<file path="src/rtl/iss_pkg.sv">
// Shared types and constants for the indexed sequence store.
// Holds field widths, operation and status codes, request/result structs
// and the command that the controller broadcasts to the cell row.
`timescale 1ns / 1ps

package iss_pkg;

  localparam int DATA_W    = 32;
  localparam int OP_W      = 4;
  localparam int POS_W     = 5;
  localparam int AMT_W     = 5;
  localparam int LEN_W     = 5;
  localparam int ST_W      = 2;
  localparam int DEPTH_DEF = 16;
  // Widest cell index for the supported depth range (up to 256 cells).
  localparam int CIDX_W    = 8;

  typedef enum logic [OP_W-1:0] {
    OP_PUSH_FRONT = 4'd0,
    OP_PUSH_BACK  = 4'd1,
    OP_POP_FRONT  = 4'd2,
    OP_POP_BACK   = 4'd3,
    OP_INSERT     = 4'd4,
    OP_ERASE      = 4'd5,
    OP_ERASE_RNG  = 4'd6,
    OP_CLEAR      = 4'd7,
    OP_READ       = 4'd8
  } op_t;

  typedef enum logic [ST_W-1:0] {
    ST_DONE    = 2'd0,
    ST_IGNORED = 2'd1,
    ST_FULL    = 2'd2
  } status_t;

  typedef struct packed {
    logic [OP_W-1:0]          op;
    logic [POS_W-1:0]         position;
    logic [AMT_W-1:0]         amount;
    logic signed [DATA_W-1:0] data_in;
  } req_t;

  typedef struct packed {
    logic signed [DATA_W-1:0] data_out;
    logic [LEN_W-1:0]         length;
    logic [ST_W-1:0]          status;
  } rsp_t;

  // Per-cycle action of the cell row.
  typedef enum logic [1:0] {
    CELL_HOLD  = 2'd0,  // keep content
    CELL_WRITE = 2'd1,  // cell at idx takes the word
    CELL_OPEN  = 2'd2,  // cells past idx take left neighbor, idx takes the word
    CELL_CLOSE = 2'd3   // cells at and past idx take right neighbor
  } cell_op_t;

  typedef struct packed {
    cell_op_t            op;
    logic [CIDX_W-1:0]   idx;
    logic [DATA_W-1:0]   word;
  } cell_cmd_t;

endpackage

</file>
<file path="src/rtl/iss_cell.sv">
// One storage cell of the sequence row.
// Depends on iss_pkg for the broadcast command; trades words with its neighbors.
`timescale 1ns / 1ps

module iss_cell #(
  parameter int INDEX = 0
) (
  input  logic                      clk,
  input  iss_pkg::cell_cmd_t        cmd,
  input  logic [iss_pkg::DATA_W-1:0] left_word,
  input  logic [iss_pkg::DATA_W-1:0] right_word,
  output logic [iss_pkg::DATA_W-1:0] word
);

  localparam logic [iss_pkg::CIDX_W-1:0] MY_IDX = iss_pkg::CIDX_W'(INDEX);

  logic [iss_pkg::DATA_W-1:0] word_r;
  logic [iss_pkg::DATA_W-1:0] word_nxt;

  // Pick own content, a neighbor's, or the new word
  always_comb begin
    word_nxt = word_r;
    case (cmd.op)
      iss_pkg::CELL_HOLD: begin
        word_nxt = word_r;
      end
      iss_pkg::CELL_WRITE: begin
        if (MY_IDX == cmd.idx) word_nxt = cmd.word;
      end
      iss_pkg::CELL_OPEN: begin
        if (MY_IDX == cmd.idx) word_nxt = cmd.word;
        else if (MY_IDX > cmd.idx) word_nxt = left_word;
      end
      iss_pkg::CELL_CLOSE: begin
        if (MY_IDX >= cmd.idx) word_nxt = right_word;
      end
      default: begin
        word_nxt = word_r;
      end
    endcase
  end

  // Hold content; no reset on payload
  always_ff @(posedge clk) begin
    word_r <= word_nxt;
  end

  assign word = word_r;

endmodule

</file>
<file path="src/rtl/iss_chain.sv">
// Row of DEPTH storage cells, each linked to its two neighbors.
// Depends on iss_pkg and iss_cell.
`timescale 1ns / 1ps

module iss_chain #(
  parameter int DEPTH = iss_pkg::DEPTH_DEF
) (
  input  logic                                  clk,
  input  iss_pkg::cell_cmd_t                    cmd,
  output logic [DEPTH-1:0][iss_pkg::DATA_W-1:0] words
);

  // Build the row; the ends see zero from outside
  for (genvar i = 0; i < DEPTH; i++) begin : g_cell
    logic [iss_pkg::DATA_W-1:0] left_w;
    logic [iss_pkg::DATA_W-1:0] right_w;

    if (i == 0) begin : g_first
      assign left_w = '0;
    end else begin : g_inner_l
      assign left_w = words[i-1];
    end

    if (i == DEPTH - 1) begin : g_last
      assign right_w = '0;
    end else begin : g_inner_r
      assign right_w = words[i+1];
    end

    iss_cell #(
      .INDEX (i)
    ) u_cell (
      .clk        (clk),
      .cmd        (cmd),
      .left_word  (left_w),
      .right_word (right_w),
      .word       (words[i])
    );
  end

endmodule

</file>
<file path="src/rtl/indexed_sequence_store.sv">
// Indexed sequence store: ordered list of up to DEPTH words kept in a cell row.
// Result is registered and valid in the cycle after accept; an erase range removing n > 1
// elements runs one single-step shift of the cell row per cycle and reports when the last is done.
// Throughput: one request per cycle for every other operation while the output is not stalled.
// Reset: occupancy, state and output valid clear; cell contents are not reset.
// Depends on iss_pkg and iss_chain.
`timescale 1ns / 1ps

module indexed_sequence_store #(
  parameter int DEPTH = iss_pkg::DEPTH_DEF
) (
  input  logic            clk,
  input  logic            rst_n,
  input  logic            in_valid,
  output logic            in_stall,
  input  iss_pkg::req_t   in_data,
  output logic            out_valid,
  input  logic            out_stall,
  output iss_pkg::rsp_t   out_data
);

  localparam int IDX_W = (DEPTH > 1) ? $clog2(DEPTH) : 1;
  localparam int CNT_W = $clog2(DEPTH + 1);
  localparam int CMP_W = (CNT_W > iss_pkg::POS_W) ? CNT_W : iss_pkg::POS_W;

  typedef enum logic {
    S_IDLE,
    S_SHIFT
  } state_t;

  state_t                     state_r, state_nxt;
  logic [CNT_W-1:0]           occ_r, occ_nxt;
  logic [CNT_W-1:0]           rem_r, rem_nxt;
  logic [IDX_W-1:0]           pos_r, pos_nxt;
  logic                       out_valid_r, out_valid_nxt;
  iss_pkg::rsp_t              out_data_r, out_data_nxt;

  iss_pkg::cell_cmd_t                    cmd;
  logic [DEPTH-1:0][iss_pkg::DATA_W-1:0] words;

  logic                       in_acc;
  logic                       full;
  logic                       empty;
  logic [CMP_W-1:0]           occ_x, pos_x, amt_x, room, cnt;
  logic [CNT_W-1:0]           acc_occ;
  logic [iss_pkg::ST_W-1:0]   acc_st;
  logic [iss_pkg::DATA_W-1:0] acc_rd;
  logic                       acc_multi;
  iss_pkg::cell_cmd_t         acc_cmd;

  assign in_stall = (state_r != S_IDLE) || (out_valid_r && out_stall);
  assign in_acc   = in_valid && !in_stall;

  assign occ_x = CMP_W'(occ_r);
  assign pos_x = CMP_W'(in_data.position);
  assign amt_x = CMP_W'(in_data.amount);
  assign full  = (occ_r == CNT_W'(DEPTH));
  assign empty = (occ_r == '0);
  assign room  = occ_x - pos_x;
  assign cnt   = (amt_x < room) ? amt_x : room;

  // Decode the request against the current occupancy
  always_comb begin
    acc_occ       = occ_r;
    acc_st        = iss_pkg::ST_DONE;
    acc_rd        = '0;
    acc_multi     = 1'b0;
    acc_cmd.op    = iss_pkg::CELL_HOLD;
    acc_cmd.idx   = '0;
    acc_cmd.word  = in_data.data_in;
    case (in_data.op)
      iss_pkg::OP_PUSH_FRONT: begin
        if (full) begin
          acc_st = iss_pkg::ST_FULL;
        end else begin
          acc_cmd.op = iss_pkg::CELL_OPEN;
          acc_occ    = occ_r + 1'b1;
        end
      end
      iss_pkg::OP_PUSH_BACK: begin
        if (full) begin
          acc_st = iss_pkg::ST_FULL;
        end else begin
          acc_cmd.op  = iss_pkg::CELL_WRITE;
          acc_cmd.idx = iss_pkg::CIDX_W'(IDX_W'(occ_r));
          acc_occ     = occ_r + 1'b1;
        end
      end
      iss_pkg::OP_POP_FRONT: begin
        if (empty) begin
          acc_st = iss_pkg::ST_IGNORED;
        end else begin
          acc_cmd.op = iss_pkg::CELL_CLOSE;
          acc_occ    = occ_r - 1'b1;
        end
      end
      iss_pkg::OP_POP_BACK: begin
        if (empty) acc_st = iss_pkg::ST_IGNORED;
        else acc_occ = occ_r - 1'b1;
      end
      iss_pkg::OP_INSERT: begin
        if (pos_x > occ_x) begin
          acc_st = iss_pkg::ST_IGNORED;
        end else if (full) begin
          acc_st = iss_pkg::ST_FULL;
        end else begin
          acc_cmd.op  = iss_pkg::CELL_OPEN;
          acc_cmd.idx = iss_pkg::CIDX_W'(IDX_W'(pos_x));
          acc_occ     = occ_r + 1'b1;
        end
      end
      iss_pkg::OP_ERASE: begin
        if (pos_x >= occ_x) begin
          acc_st = iss_pkg::ST_IGNORED;
        end else begin
          acc_cmd.op  = iss_pkg::CELL_CLOSE;
          acc_cmd.idx = iss_pkg::CIDX_W'(IDX_W'(pos_x));
          acc_occ     = occ_r - 1'b1;
        end
      end
      iss_pkg::OP_ERASE_RNG: begin
        if (pos_x > occ_x) begin
          acc_st = iss_pkg::ST_IGNORED;
        end else begin
          acc_occ = CNT_W'(occ_x - cnt);
          if (cnt != '0) begin
            acc_cmd.op  = iss_pkg::CELL_CLOSE;
            acc_cmd.idx = iss_pkg::CIDX_W'(IDX_W'(pos_x));
          end
          acc_multi = (cnt > CMP_W'(1));
        end
      end
      iss_pkg::OP_CLEAR: begin
        acc_occ = '0;
      end
      iss_pkg::OP_READ: begin
        if (pos_x >= occ_x) acc_st = iss_pkg::ST_IGNORED;
        else acc_rd = words[IDX_W'(pos_x)];
      end
      default: begin
        acc_st = iss_pkg::ST_IGNORED;
      end
    endcase
  end

  // Drive the cell row: accepted request, or one more close step
  always_comb begin
    cmd      = '0;
    cmd.op   = iss_pkg::CELL_HOLD;
    cmd.word = in_data.data_in;
    if (state_r == S_SHIFT) begin
      cmd.op  = iss_pkg::CELL_CLOSE;
      cmd.idx = iss_pkg::CIDX_W'(pos_r);
    end else if (in_acc) begin
      cmd = acc_cmd;
    end
  end

  // Next state, count and result register
  always_comb begin
    state_nxt     = state_r;
    occ_nxt       = occ_r;
    rem_nxt       = rem_r;
    pos_nxt       = pos_r;
    out_valid_nxt = out_valid_r && out_stall;
    out_data_nxt  = out_data_r;
    case (state_r)
      S_IDLE: begin
        if (in_acc) begin
          occ_nxt               = acc_occ;
          out_data_nxt.data_out = acc_rd;
          out_data_nxt.length   = iss_pkg::LEN_W'(acc_occ);
          out_data_nxt.status   = acc_st;
          if (acc_multi) begin
            state_nxt     = S_SHIFT;
            rem_nxt       = CNT_W'(cnt - CMP_W'(1));
            pos_nxt       = IDX_W'(pos_x);
            out_valid_nxt = 1'b0;
          end else begin
            out_valid_nxt = 1'b1;
          end
        end
      end
      S_SHIFT: begin
        rem_nxt = rem_r - 1'b1;
        if (rem_r == CNT_W'(1)) begin
          state_nxt     = S_IDLE;
          out_valid_nxt = 1'b1;
        end
      end
      default: begin
        state_nxt = S_IDLE;
      end
    endcase
  end

  // Hold state and registered outputs
  always_ff @(posedge clk) begin
    if (!rst_n) begin
      state_r     <= S_IDLE;
      occ_r       <= '0;
      rem_r       <= '0;
      out_valid_r <= 1'b0;
    end else begin
      state_r     <= state_nxt;
      occ_r       <= occ_nxt;
      rem_r       <= rem_nxt;
      out_valid_r <= out_valid_nxt;
    end
    pos_r      <= pos_nxt;
    out_data_r <= out_data_nxt;
  end

  iss_chain #(
    .DEPTH (DEPTH)
  ) u_chain (
    .clk   (clk),
    .cmd   (cmd),
    .words (words)
  );

  assign out_valid = out_valid_r;
  assign out_data  = out_data_r;

  // Occupancy never exceeds the row
  a_occ_bound: assert property (@(posedge clk) disable iff (!rst_n)
    occ_r <= CNT_W'(DEPTH))
    else $error("occupancy beyond depth");

  // No result is shown while a range erase is still shifting
  a_shift_quiet: assert property (@(posedge clk) disable iff (!rst_n)
    state_r == S_SHIFT |-> !out_valid_r)
    else $error("result valid during shift");

  // A flagged request leaves the occupancy alone
  a_flag_keeps: assert property (@(posedge clk) disable iff (!rst_n)
    in_acc && acc_st != iss_pkg::ST_DONE |=> occ_r == $past(occ_r))
    else $error("flagged request changed occupancy");

  // A refusal is only ever reported on a full store
  a_full_len: assert property (@(posedge clk) disable iff (!rst_n)
    out_valid_r && out_data_r.status == iss_pkg::ST_FULL |->
      out_data_r.length == iss_pkg::LEN_W'(DEPTH))
    else $error("refused while not full");

  // Nothing is accepted while a shift runs
  a_no_acc_shift: assert property (@(posedge clk) disable iff (!rst_n)
    state_r == S_SHIFT |-> !in_acc)
    else $error("request accepted during shift");

endmodule

</file>
<file path="config.mk">
export PLATFORM = sky130hd
export DESIGN_NAME = indexed_sequence_store
export DESIGN_NICKNAME = d
export VERILOG_FILES = /design/src/rtl/iss_pkg.sv /design/src/rtl/iss_cell.sv /design/src/rtl/iss_chain.sv /design/src/rtl/indexed_sequence_store.sv
export SDC_FILE = /design/constraint.sdc
export NUM_CORES = 2
export LEC_CHECK = 0
export ABC_AREA = 1
export BUFFER_PORTS_ARGS = -buffer_cell sky130_fd_sc_hd__buf_2
export CORE_UTILIZATION = 60
export DETAILED_ROUTE_END_ITERATION = 8
export PLACE_DENSITY = 0.77
export SLEW_MARGIN = 10
export SYNTH_ARGS = -nofsm -noshare
export SYNTH_HDL_FRONTEND = slang
export SYNTH_SLANG_ARGS = --single-unit
</file>
<file path="constraint.sdc">
create_clock -name clk -period 10.1 [get_ports clk]
set_clock_uncertainty 0.05 [all_clocks]
set_input_delay 0.505 -clock clk [delete_from_list [all_inputs] [get_ports clk]]
set_output_delay 0.505 -clock clk [all_outputs]
set_load 0.03 [all_outputs]
</file>
# ---- Yosys cells after proc, flatten, opt, wreduce, memory -nomap -nowiden
# Index checks and enable logic that the tools add are counted.
dict set report op_classes {
  n_addsub 6
  n_mul 0
  div_mod_pow 0
  magnitude_cmp 37
  n_eq_ne 78
  shifts 0
  muxes 121
  bitwise_logic 3
  n_reduce_logical 32
}
# operator n
set ops {}
lappend ops {{two-way mux 32 bit} 66}
lappend ops {{one-hot mux 32 bit (3 select lines)} 16}
lappend ops {{binary-select mux 32 bit (select 4 bit)} 1}
lappend ops {{!= test 2 bit (second input constant)} 34}
lappend ops {{== test 4 x 8 -> 1 bit (first input constant)} 8}
lappend ops {{greater-or-equal comparator 4 x 8 -> 1 bit (first input constant)} 8}
lappend ops {{> comparator 4 x 8 -> 1 bit (first input constant)} 8}
lappend ops {{AND reduction 4 bit} 16}
lappend ops {{two-way mux 10 bit} 6}
lappend ops {{!= test 3 bit (second input constant)} 16}
lappend ops {{two-way mux 42 bit} 1}
lappend ops {{two-way mux 5 bit} 8}
lappend ops {{== test 3 x 8 -> 1 bit (first input constant)} 4}
lappend ops {{greater-or-equal comparator 3 x 8 -> 1 bit (first input constant)} 4}
lappend ops {{> comparator 3 x 8 -> 1 bit (first input constant)} 4}
lappend ops {{one-hot mux 8 bit (4 select lines)} 1}
lappend ops {{one-hot mux 5 bit (6 select lines)} 1}
lappend ops {{one-hot mux 2 bit (6 select lines)} 2}
lappend ops {{== test 2 x 8 -> 1 bit (first input constant)} 2}
lappend ops {{== test 4 x 3 -> 1 bit (second input constant)} 4}
lappend ops {{greater-or-equal comparator 1 x 8 -> 1 bit (first input constant)} 2}
lappend ops {{greater-or-equal comparator 2 x 8 -> 1 bit (first input constant)} 2}
lappend ops {{> comparator 1 x 8 -> 1 bit (first input constant)} 2}
lappend ops {{> comparator 2 x 8 -> 1 bit (first input constant)} 2}
lappend ops {{33 further kinds} 59}
dict set report word_totals {
  regBits 567
  latchBits 0
  ramBits 0
  mem_bits_ro 0
  inputBits 50
  elab_cells 301
  memories 0
}

# ---- Longest topological paths before layout
dict set report logic_depth {
  word_depth 13
  depth_mapped 35
}

# ---- Modules after synthesis
# Synthesis repeated with hierarchy kept, for this count alone.
dict set report unflattened {
  hier_cells 6214
  area_unflattened_um2 46935.0
}
# module n_inst cells_per_inst area_each_um2 seq_area_each_um2
set modules_own_cells {}
lappend modules_own_cells {indexed_sequence_store 1 1259 8211.6 1531.5}
lappend modules_own_cells {{iss_cell (u_chain.g_cell[12].u_cell)} 1 303 2497.4 960.9}
lappend modules_own_cells {{iss_cell (u_chain.g_cell[2].u_cell)} 1 308 2489.9 960.9}
lappend modules_own_cells {{iss_cell (u_chain.g_cell[4].u_cell)} 1 324 2487.4 960.9}
lappend modules_own_cells {{iss_cell (u_chain.g_cell[10].u_cell)} 1 306 2451.1 960.9}
lappend modules_own_cells {{iss_cell (u_chain.g_cell[9].u_cell)} 1 325 2443.6 960.9}
lappend modules_own_cells {{iss_cell (u_chain.g_cell[8].u_cell)} 1 308 2439.8 960.9}
lappend modules_own_cells {{iss_cell (u_chain.g_cell[3].u_cell)} 1 305 2433.6 960.9}
lappend modules_own_cells {{iss_cell (u_chain.g_cell[13].u_cell)} 1 326 2431.1 960.9}
lappend modules_own_cells {{iss_cell (u_chain.g_cell[11].u_cell)} 1 308 2411.1 960.9}
lappend modules_own_cells {{iss_cell (u_chain.g_cell[14].u_cell)} 1 305 2407.3 960.9}
lappend modules_own_cells {{iss_cell (u_chain.g_cell[5].u_cell)} 1 305 2398.6 960.9}
lappend modules_own_cells {{iss_cell (u_chain.g_cell[0].u_cell)} 1 293 2391.0 960.9}
lappend modules_own_cells {{iss_cell (u_chain.g_cell[6].u_cell)} 1 326 2389.8 960.9}
lappend modules_own_cells {{+4 rows} -- -- -- --}

# ---- Least setup slack after synthesis
# Ideal clock, no wire load.
dict set report synth_path {
  path_kind {in2reg}
  startpoint {in in_data[39] (netlist bit)}
  endpoint {reg u_chain.g_cell[12].u_cell.word_r (netlist bit u_chain.g_cell[12].u_cell.word[0]), enable pin}
  setup_ns 0.466
  arrival_time_ns 6.754
  t_required_ns 9.584
  slack_ns 2.830
  path_stages 28
  n_path_buf 5
  path_cell_list {clkbuf_1 > inv_1 > clkbuf_1 > clkbuf_1 > ha_1 > a21oi_2 > nand3_1 > nand2_1 > inv_1 > ha_1 > nand2_1 > inv_1 > nand2_1 > nand3_2 > o21ai_0 > ha_1 > inv_1 > nor2_2 > nand2_4 > nand4_1 > nand3_1 > nand2_1 > nand2_4 > nand2_4 > inv_2 > buf_4 > buf_2 > o21ai_0}
}
dict set report synth_via {
  elab_chain_cells 12
  word_cells_on_any_way 27
}
# item line_no
set synth_lines {}
lappend synth_lines {{start: declaration} indexed_sequence_store.sv:16} ;# input iss_pkg::req_t in_data,
lappend synth_lines {{subtractor 5 bit} indexed_sequence_store.sv:59} ;# assign room = occ_x - pos_x;
lappend synth_lines {{less-than comparator 5 bit} indexed_sequence_store.sv:60} ;# assign cnt = (amt_x < room) ? amt_x : room;
lappend synth_lines {{two-way mux 5 bit} indexed_sequence_store.sv:60}
lappend synth_lines {{nonzero test 5 bit} indexed_sequence_store.sv:126} ;# if (cnt != '0) begin
lappend synth_lines {{two-way mux 10 bit} indexed_sequence_store.sv:126}
lappend synth_lines {{two-way mux 10 bit} indexed_sequence_store.sv:122} ;# if (pos_x > occ_x) begin
lappend synth_lines {{one-hot mux 8 bit (4 select lines) or one-hot mux 2 bit (6 select lines) (tied branches)} indexed_sequence_store.sv:71} ;# case (in_data.op)
lappend synth_lines {{two-way mux 42 bit (*)} indexed_sequence_store.sv:154} ;# end else if (in_acc) begin
lappend synth_lines {{two-way mux 10 bit (*)} indexed_sequence_store.sv:151} ;# if (state_r == S_SHIFT) begin
lappend synth_lines {{> comparator 4 x 8 -> 1 bit, or another cell as far along} iss_cell.sv:32} ;# else if (MY_IDX > cmd.idx) word_nxt = left_word;
lappend synth_lines {{!= test 3 bit (no line), or another cell as far along} --}
lappend synth_lines {{AND reduction 4 bit (no line) (*)} --}
lappend synth_lines {{end signal: assignment} iss_cell.sv:45} ;# word_r <= word_nxt;
lappend synth_lines {{end: declaration} iss_cell.sv:17} ;# logic [iss_pkg::DATA_W-1:0] word_r;
# Every way passes the cells marked *; elsewhere a longest branch is shown, timed or not.
# A chain may end at the register's enable or synchronous reset.

# ---- Final worst setup path
dict set report layout_path {
  startpoint {in in_data[40] (netlist bit)}
  endpoint {reg u_chain.g_cell[2].u_cell.word_r (netlist bit u_chain.g_cell[2].u_cell.word[21]), enable pin}
}
dict set report layout_via {
  elab_chain_cells 12
  word_cells_on_any_way 27
}
# item line_no
set layout_lines {}
lappend layout_lines {{subtractor 5 bit} indexed_sequence_store.sv:59}
lappend layout_lines {{less-than comparator 5 bit} indexed_sequence_store.sv:60}
lappend layout_lines {{two-way mux 5 bit} indexed_sequence_store.sv:60}
lappend layout_lines {{nonzero test 5 bit} indexed_sequence_store.sv:126}
lappend layout_lines {{two-way mux 10 bit} indexed_sequence_store.sv:126}
lappend layout_lines {{two-way mux 10 bit} indexed_sequence_store.sv:122}
lappend layout_lines {{one-hot mux 8 bit (4 select lines) or one-hot mux 2 bit (6 select lines) (tied branches)} indexed_sequence_store.sv:71}
lappend layout_lines {{two-way mux 42 bit (*)} indexed_sequence_store.sv:154}
lappend layout_lines {{two-way mux 10 bit (*)} indexed_sequence_store.sv:151}
lappend layout_lines {{> comparator 2 x 8 -> 1 bit, or another cell as far along} iss_cell.sv:32}
lappend layout_lines {{!= test 3 bit (no line), or another cell as far along} --}
lappend layout_lines {{AND reduction 4 bit (no line) (*)} --}
lappend layout_lines {{end signal: assignment} iss_cell.sv:45}
lappend layout_lines {{end: declaration} iss_cell.sv:17}
# Marks and branches as above.

==> impl_metrics.tcl <==
set metrics [dict create \
    stdcell_area_um2 42300 \
    clockPowerShare_pct 39.2 \
    layout_common_cells "1455 x nand2_1, 1048 x inv_1, 811 x nand3_1" \
    via_per_inst 6.31 \
    clock_sinks 567 \
    routed_wl_mm 147 \
    worstSetupStartpointType "input pin" \
    core-area_um2 65700 \
    die-area_um2 67400 \
    p_comb_share_pct 16.3 \
    criticalPathCategory "in -> reg" \
    htreeDepth 3 \
    slowest_stage "clkinv_1" \
    synth_top_flop_cell "edfxtp_1" \
    port_buffers 90 \
    row_count 94 \
    postCtsResizedCells 0 \
    antenna_found_initial 9 \
    die_h_um 260 \
    switching_share_pct 29.4 \
    cts_tree "yes" \
    dp_hpwl_mm 79.7 \
    wl_per_cell_um 23.3 \
    drv_cap 0 \
    p_per_area_nw_per_um2 147 \
    slowest_delay_ps 840 \
    syn-num-nets 5662 \
    cts_buffers 69 \
    yosysTopAreaCellShare_pct 41.9 \
    ys_async_sr_fraction_pct 0 \
    required_ps 10330 \
    synth_area_leaders "edfxtp_1 42%, nand2_1 14%, nand3_1 10%" \
    drc 6 \
    post-route-period-util_pct 74.3 \
    finalHoldViolations 0 \
    fin_crit_ps 7500 \
    antenna_left 0 \
    ys_ff_latch 567 \
    hp-class "in -> reg" \
    irDropWorstVdd_mv 0.142 \
    clkLatencyLatePin_ps 620 \
    finalSetupTns_ps 0 \
    status "finished with violations" \
    num-nets-final 5484 \
    start_util_pct 60.6 \
    fmax_ghz 0.133 \
    grt_overflow 0 \
    finalSetupViolCount 0 \
    fp.dieW_um 260 \
    worst-slew-pin-transition_ps 1380 \
    drt_iter0_markers 7552 \
    vias 40000 \
    p_leak_nw 19.4 \
    hold_buffers 0 \
    endpoint_kind "flop" \
    area_growth_pct 6.32 \
    grt_max_degree 252 \
    final_common_cell "nand2_1" \
    postCtsSetupRepairBufs 0 \
    rsz0062_at_grt "false" \
    track_usage_pct 42.6 \
    ios 91 \
    arrival_ps 7730 \
    path_max_fanout 39 \
    synth_top_area_cell "edfxtp_1" \
    power.switching_mw 1.83 \
    synthCells 5590 \
    drive_gt1_share_pct 6.50 \
    finalCoreUtilization_pct 64.4 \
    first_global_vias 35700 \
    ctsRootBufferMaster "clkbuf_16" \
    p_int_mw 4.40 \
    crit_top_cell "nand2_1" \
    violations "DRC" \
    maxSlewViolCount 0 \
    ys_types 50 \
    gp_congestion 0.935 \
    relSlewSlack_pct 7.40 \
    cts.reportedPaths.clkPinSlew_ps 60 \
    power.share.sequential_pct 44.5 \
    firstDrtPassIters 9 \
    syn-cell-area_um2 39800 \
    grt_pass1_wl_mm 216 \
    yosys_warnings 0 \
    placed_area_um2 40200 \
    seq_area_frac_synth_pct 42.5 \
    synth-edff-count 555 \
    postSynthAreaPerCell_um2 7.12 \
    clockBufferDepth 3 \
]
power by group through the flow:
stage / logic [mW] / registers, mW / clock network, mW
global placement: 0.951 / 2.82 / 0
global route: 1.10 / 2.78 / 2.51
finish: 1.01 / 2.78 / 2.44
floorplan: 0.670 / 2.83 / 0
CTS: 0.973 / 2.77 / 2.44
detailed placement: 0.967 / 2.82 / 0
stage by stage:
stage	setup slack, ps	hold WS (ps)	instances	total power, mW
3_5_place_dp	2330	436	6205	3.79
5_1_grt	2370	131	6327	6.39
3_3_place_gp	2420	431	6205	3.77
2_1_floorplan	2830	411	5590	3.50
4_1_cts	2950	89.5	6326	6.18
6_report	2600	103	6331	6.23
state kept, by name, summed over array words and instances (netlist names):
| register | flops |
|---|---|
| u_chain.g_cell.u_cell.word | 512 |
| out_data | 39 |
| occ_r | 5 |
| rem_r | 5 |
| pos_r | 4 |
| out_valid | 1 |
| state_r | 1 |
cell usage after synthesis (all sizes together) (20+ instances only):
cell	instances
o22ai	37
nor2	66
edfxtp	555
a211oi	40
clkbuf	162
nand3	814
nand4	47
nand2	1506
o211ai	64
buf	249
a21oi	253
o21ai	674
ha	20
inv	1056
worst paths after layout:
check | depth (start not counted) | slack, ps | start | end
setup / recovery | 27 | 2600 | in_data[40] | u_chain.g_cell[2].u_cell.word[21]
hold / removal | 3 | 100 | out_stall | out_valid
setup reg to reg | 29 | 2980 | occ_r[0] | u_chain.g_cell[2].u_cell.word[21]
hold reg to reg | 2 | 440 | out_valid | out_valid
per-layer routing:
metal / up-vias / track usage [%] / routed length [um]
li1: 17800 / - / -
met1: 18000 / 56.4 / 53000
met2: 3417 / 62.5 / 61600
met3: 709 / 12.2 / 22900
met4: 6 / 24.4 / 9920
met5: - / 0 / 26
cell type report:
class | count | area (um^2)
diodes | 5 | 12.5
clock buffers | 89 | 1860
clock inverters | 32 | 246
fillers | 5807 | 23400
inverters | 1057 | 3980
multi-input cells | 3555 | 17100
flip-flops and latches | 567 | 16900
well taps | 864 | 1080
repair buffers | 162 | 1140
kinds of logic (layout without fill, tap and decap cells):
group                    Yosys count  in the layout  share of synthesized area, %
adder cells (fa/ha/maj)           22             22                         0.729
XOR/XNOR                          10             10                         0.220
other                              0              5                             0
AND/OR/NAND/NOR                 2441           2441                          26.8
AO/OA/AOI/OAI                   1082           1082                          14.6
buffers and inverters           1468           1340                          15.2
flip-flops                       567            567                          42.5
worst max-delay path: cells and delay by family:
kind / cells / cell delay [ps]
simple gates: 15 / 2600
buf+inv: 7 / 1920
compound gates: 2 / 1390
fa+ha+maj: 3 / 1260
Power figures use the tool's default switching activity.
